==> src/sv/sst_pkg.sv <==
// Package for the sparse-set handle table: sizes, codes, controller states
// and the command and status bundles between controller and datapath.
// Depends on nothing; every other file of the block imports it.
package sst_pkg;

   localparam int CAPACITY = 128;
   localparam int HANDLE_W = $clog2(CAPACITY);
   localparam int COUNT_W  = HANDLE_W + 1;
   localparam int WORD_W   = 32;
   localparam int ENTRY_W  = 4 * WORD_W;

   // Marker for "no handle": an empty free list, and the end of its links in the map.
   localparam logic [COUNT_W-1:0] NO_LINK   = '1;
   localparam logic [COUNT_W-1:0] CAP_COUNT = COUNT_W'(CAPACITY);

   localparam logic [1:0] MODE_CREATE  = 2'd0;
   localparam logic [1:0] MODE_DESTROY = 2'd1;
   localparam logic [1:0] MODE_GET     = 2'd2;
   localparam logic [1:0] MODE_SLOT    = 2'd3;

   localparam logic [1:0] STATUS_OK       = 2'd0;
   localparam logic [1:0] STATUS_FULL     = 2'd1;
   localparam logic [1:0] STATUS_NOT_LIVE = 2'd2;
   localparam logic [1:0] STATUS_BEYOND   = 2'd3;

   typedef enum logic [3:0] {
      ST_IDLE,
      ST_CRT_COMMIT,
      ST_CRT_FULL,
      ST_DST_OWNER,
      ST_DST_MOVE,
      ST_DST_LINK,
      ST_GET_READ,
      ST_GET_RESP,
      ST_SLOT_RESP
   } state_type;

   typedef enum logic [2:0] {
      RK_CREATED,
      RK_FULL,
      RK_NOT_LIVE,
      RK_DESTROYED,
      RK_GET,
      RK_SLOT,
      RK_BEYOND
   } resp_kind_type;

   typedef struct packed {
      logic          accept;
      logic          crt_dense_wr;
      logic          crt_commit;
      logic          owner_rd_d;
      logic          payload_rd_d;
      logic          dst_move;
      logic          dst_link;
      logic          resp;
      resp_kind_type resp_kind;
   } cmd_type;

   typedef struct packed {
      logic full;
      logic live_ok;
      logic slot_ok;
   } stat_type;

endpackage

==> src/sv/sst_ctrl.sv <==
// Controller of the sparse-set handle table: sequences the memory reads and
// writes of each operation and picks the response.
// Depends on sst_pkg.
module sst_ctrl (
   input  logic              clock,
   input  logic              reset,
   input  logic              start,
   input  logic [1:0]        req_mode,
   input  sst_pkg::stat_type stat,
   output sst_pkg::cmd_type  cmd,
   output logic              busy
);
   import sst_pkg::*;

   state_type state_ff;
   state_type state_in;

   always_ff @(posedge clock) begin
      if (reset) begin
         state_ff <= ST_IDLE;
      end else begin
         state_ff <= state_in;
      end
   end

   always_comb begin
      state_in = state_ff;
      case (state_ff)
         ST_IDLE: begin
            if (start) begin
               case (req_mode)
                  MODE_CREATE:  state_in = stat.full ? ST_CRT_FULL : ST_CRT_COMMIT;
                  MODE_DESTROY: state_in = ST_DST_OWNER;
                  MODE_GET:     state_in = ST_GET_READ;
                  default:      state_in = ST_SLOT_RESP;
               endcase
            end
         end
         ST_DST_OWNER: state_in = ST_DST_MOVE;
         ST_DST_MOVE:  state_in = stat.live_ok ? ST_DST_LINK : ST_IDLE;
         ST_GET_READ:  state_in = ST_GET_RESP;
         default:      state_in = ST_IDLE;
      endcase
   end

   always_comb begin
      cmd = '0;
      cmd.resp_kind = RK_CREATED;
      case (state_ff)
         ST_IDLE: begin
            cmd.accept       = start;
            cmd.crt_dense_wr = start && (req_mode == MODE_CREATE) && !stat.full;
         end
         ST_CRT_COMMIT: begin
            cmd.crt_commit = 1'b1;
            cmd.resp       = 1'b1;
            cmd.resp_kind  = RK_CREATED;
         end
         ST_CRT_FULL: begin
            cmd.resp      = 1'b1;
            cmd.resp_kind = RK_FULL;
         end
         ST_DST_OWNER: begin
            cmd.owner_rd_d = 1'b1;
         end
         ST_DST_MOVE: begin
            // A handle that is not live ends the beat here with an error.
            cmd.dst_move  = stat.live_ok;
            cmd.resp      = !stat.live_ok;
            cmd.resp_kind = RK_NOT_LIVE;
         end
         ST_DST_LINK: begin
            cmd.dst_link  = 1'b1;
            cmd.resp      = 1'b1;
            cmd.resp_kind = RK_DESTROYED;
         end
         ST_GET_READ: begin
            cmd.owner_rd_d   = 1'b1;
            cmd.payload_rd_d = 1'b1;
         end
         ST_GET_RESP: begin
            cmd.resp      = 1'b1;
            cmd.resp_kind = stat.live_ok ? RK_GET : RK_NOT_LIVE;
         end
         ST_SLOT_RESP: begin
            cmd.resp      = 1'b1;
            cmd.resp_kind = stat.slot_ok ? RK_SLOT : RK_BEYOND;
         end
         default: begin
            cmd = '0;
         end
      endcase
   end

   assign busy = (state_ff != ST_IDLE);

endmodule

==> config.mk <==
export PLATFORM = sky130hd
export DESIGN_NAME = sst_ctrl
export DESIGN_NICKNAME = d
export VERILOG_FILES = /design/src/sv/sst_pkg.sv /design/src/sv/sst_ctrl.sv
export SDC_FILE = /design/constraint.sdc
export NUM_CORES = 1
export LEC_CHECK = 0
export BUFFER_PORTS_ARGS = -buffer_cell sky130_fd_sc_hd__buf_2
export CAP_MARGIN = 20
export CORE_AREA = 2 2 39 41
export CTS_CLUSTER_DIAMETER = 100
export DETAILED_ROUTE_END_ITERATION = 6
export DIE_AREA = 0 0 41 43
export PLACE_DENSITY = 0.68
export SLEW_MARGIN = 20
export SYNTH_ARGS = -nofsm -noshare
export SYNTH_HDL_FRONTEND = slang
export SYNTH_SLANG_ARGS = --single-unit
==> constraint.sdc <==
create_clock -name clock -period 1.2 [get_ports clock]
set_clock_uncertainty 0.05 [all_clocks]
set_input_delay 0.12 -clock clock [delete_from_list [all_inputs] [get_ports clock]]
set_output_delay 0.12 -clock clock [all_outputs]
set_load 0.02 [all_outputs]
==> run_results.csv <==
group,metric,value,unit
yosys,synthFlopType,"dfxtp_1",
layout,largest_register_ff_count,4,
cts,clk_transition_reported_paths,40,ps
die,die_outline_height,43,um
power,power_density,701,mW/mm^2
yosys,post_synth_mux_area_share,2.31,%
worst_setup_path,path_class,"reg -> out",
sta,timing.setup.tns,-2760,ps
power,leakagePower,0.400,nW
routing,wl_per_cell,11.4,um
sta,relSlewSlack,83.0,%
sta,tightest_slew,254,ps
power,switching_share,34.2,%
die,pin_count,20,
die,design.die.area,0.00176,mm^2
cts,cts_hold_buffers,0,
yosys,synth_xor_area_share,0,%
global_route,pin_count_of_the_biggest_net_entering_global_routing,8,
layout,top_regs,"state_ff (4)",
die,placement_rows,14,
yosys,count_of_flip_flops_with_a_built_in_enable_after_synthesis,0,
layout,share_of_layout_cells_above_drive_strength_1,66.0,%
place,routabilityCongestion,0.664,
global_route,grt_overflow,0,
place,postPlaceCellArea,714,um^2
cts,tritoncts_buffer_count,3,
layout,finalCoreUtilization,62.7,%
yosys,netlist_top_cells_area,"dfxtp_1, ha_1, nor2_1",
sta,setup-violations-final,15,
global_route,grt_antenna_before_repair,0,
status,violations_in_the_final_reports,"setup timing",
yosys,synth.distinct_cells,28,
layout,fillCellCount,121,
yosys,postSynthNetCount,69,
layout,top_register,"state_ff",
worst_hold_path,min_path_type,"in -> reg",
place,detailed_placement_hpwl,1020,um
sta,finalMaxSlewViolations,0,
place,portBuffers,19,
yosys,synth_compound_area_share,22.2,%
power,post-layout-total-power,0.609,mW
status,status,"finished, violations left",
global_route,grt_pass1_wl,2060,um
yosys,async_reset_ff_share,0,%
power,pwr-share-clk,27.1,%
flow_run,maxCapViolations,0,
yosys,synth_seq_area_share,18.4,%
power,max-vdd-ir-drop,500,uV
cts,clock_path_buffers,2,
yosys,largest_family_of_logic_cells_by_synthesized_area,"simple AND/OR/NAND/NOR gates",
routing,initialDrtViolationCount,5,
layout,antenna-diode-count,0,
yosys,synth_simple_gate_area_share,36.9,%
routing,drc_markers,0,
yosys,synth_area_in_adders,8.65,%
yosys,syn-cell-area,434,um^2
sta,fin_crit_sh,123,%
cts,clock-root-buffer,"clkbuf_4",
die,floorplan.initialDensity,31.4,%
sta,rsz_0062_raised_after_global_routing,"true",
layout,num-nets-final,107,
yosys,synth_top_area_cell,"dfxtp_1",
routing,via_per_inst,4.79,
power,netSwitchingPower,0.208,mW
sta,report.final.hold_viol_count,0,
global_route,first_global_vias,521,
die,die-width,41,um
sta,finalHoldWorstSlack,18.3,ps
yosys,synth_top_area_share,18.4,%
power,seqPwrFrac,24.8,%
yosys,synth.yosys.warnings,0,
yosys,synth-seq-cells,4,
sta,final_period_minus_worst_setup_slack,1470,ps
worst_setup_path,worst_setup_path_start_kind,"register",
cts,tritoncts,"built",
sta,final.setup.worst_slack,-272,ps
power,internal_power,0.401,mW
yosys,synthesis.instances,58,
layout,layout.cell_area.non_filler,868,um^2
routing,antenna_left,0,
routing,final_wl,1250,um
cts,clock_tree.htree_level_count,1,
worst_setup_path,worst-path-max-fanout,7,
worst_setup_path,timing.critical_path.to_type,"primary output",
cts,clock_sinks,4,
routing,drtPass1Iterations,4,
worst_setup_path,cp_data_required_time,1030,ps
routing,route.vias.total,527,
global_route,groute.usage.overall,17.6,%
cts,worst_skew_pair.late_latency,240,ps
sta,max_freq,680,MHz
worst_setup_path,arrival,1300,ps
yosys,syn_avg_cell_area,7.49,um^2
layout,area_growth_syn_to_layout,100,%
die,floorplan_core_area,0.00138,mm^2
power,power_frac_comb,48.1,%
[kinds of logic (layout without fill, tap and decap cells)]
family	after synthesis	in the layout
flip-flops	4	4
multiplexers	1	1
buffers and inverters	10	46
AND/OR/NAND/NOR	25	25
adder cells (fa/ha/maj)	3	3
AO/OA/AOI/OAI	15	15
[critical path, stage by stage (launching register included)]
cell and delay [ps]:
dfxtp_4 360, buf_6 120, nor4_4 240, nand2_2 120, nor2_4 100, buf_6 120
[synth_stat cells (2+ instances only)]
| master | n |
|---|---|
| a21oi_1 | 4 |
| dfxtp_1 | 4 |
| ha_1 | 3 |
| inv_1 | 7 |
| nand2_1 | 3 |
| nand2b_1 | 2 |
| nand3b_1 | 2 |
| nor2_1 | 8 |
| nor3_1 | 3 |
| o21ai_0 | 4 |
[metal layers]
metal / GRT usage (%) / up-vias / share of wire (%)
li1: - / 272 / -
met1: 17.6 / 233 / 38
met2: 30.0 / 20 / 55
met3: 6.28 / 2 / 5.8
met4: 8.00 / 0 / 0.88
met5: 0 / - / 0
[layout make-up]
cell class	count	area (um^2)	share of cell area, %
multi-input combinational	44	402	46.3
clock buffer	3	22.5	2.59
inverter	7	26.3	3.03
timing repair buffer	36	305	35.2
sequential	4	92.6	10.7
tap	16	20.0	2.31
[repair_timing]
item / in CTS / in global routing
gates cloned: 0 / 0
endpoints found under the setup margin: 16 / 16
buffers inserted: 3 / 1
gates resized for setup: 35 / 2
pin swaps: 5 / 3
[power by group through the flow]
stage / clock [mW] / combinational (mW) / sequential, mW
2_1_floorplan: 0 / 0.160 / 0.151
4_1_cts: 0.172 / 0.292 / 0.150
5_1_grt: 0.191 / 0.318 / 0.151
6_report: 0.165 / 0.293 / 0.151
3_5_place_dp: 0 / 0.236 / 0.155
3_3_place_gp: 0 / 0.233 / 0.154
[cells in the final DEF (no fill, tap or decap), types with 2 or more instances in the layout]
master	n
a21oi_1	3
buf_2	7
buf_4	15
buf_6	14
clkbuf_4	3
dfxtp_4	3
ha_1	3
inv_1	6
nand2_1	2
nand3b_1	2
nor2_1	5
nor2_4	2
nor3_2	2
nor4_4	2
o21ai_1	2
[worst paths after layout]
kind,start,to,slack (ps),cells after the start
max,state_ff[0],cmd[9],-270,5
min,reset,state_ff[3],20,2
max reg2reg,state_ff[0],state_ff[1],-70,6
min reg2reg,state_ff[1],state_ff[3],580,3
[metrics by stage]
step / std cells / setup slack, ps
floorplan: 58 / -44.0
global placement: 104 / -83.8
detailed placement: 104 / -117
CTS: 110 / -288
global route: 110 / -347
finish: 110 / -272
Power figures use the tool's default switching activity.
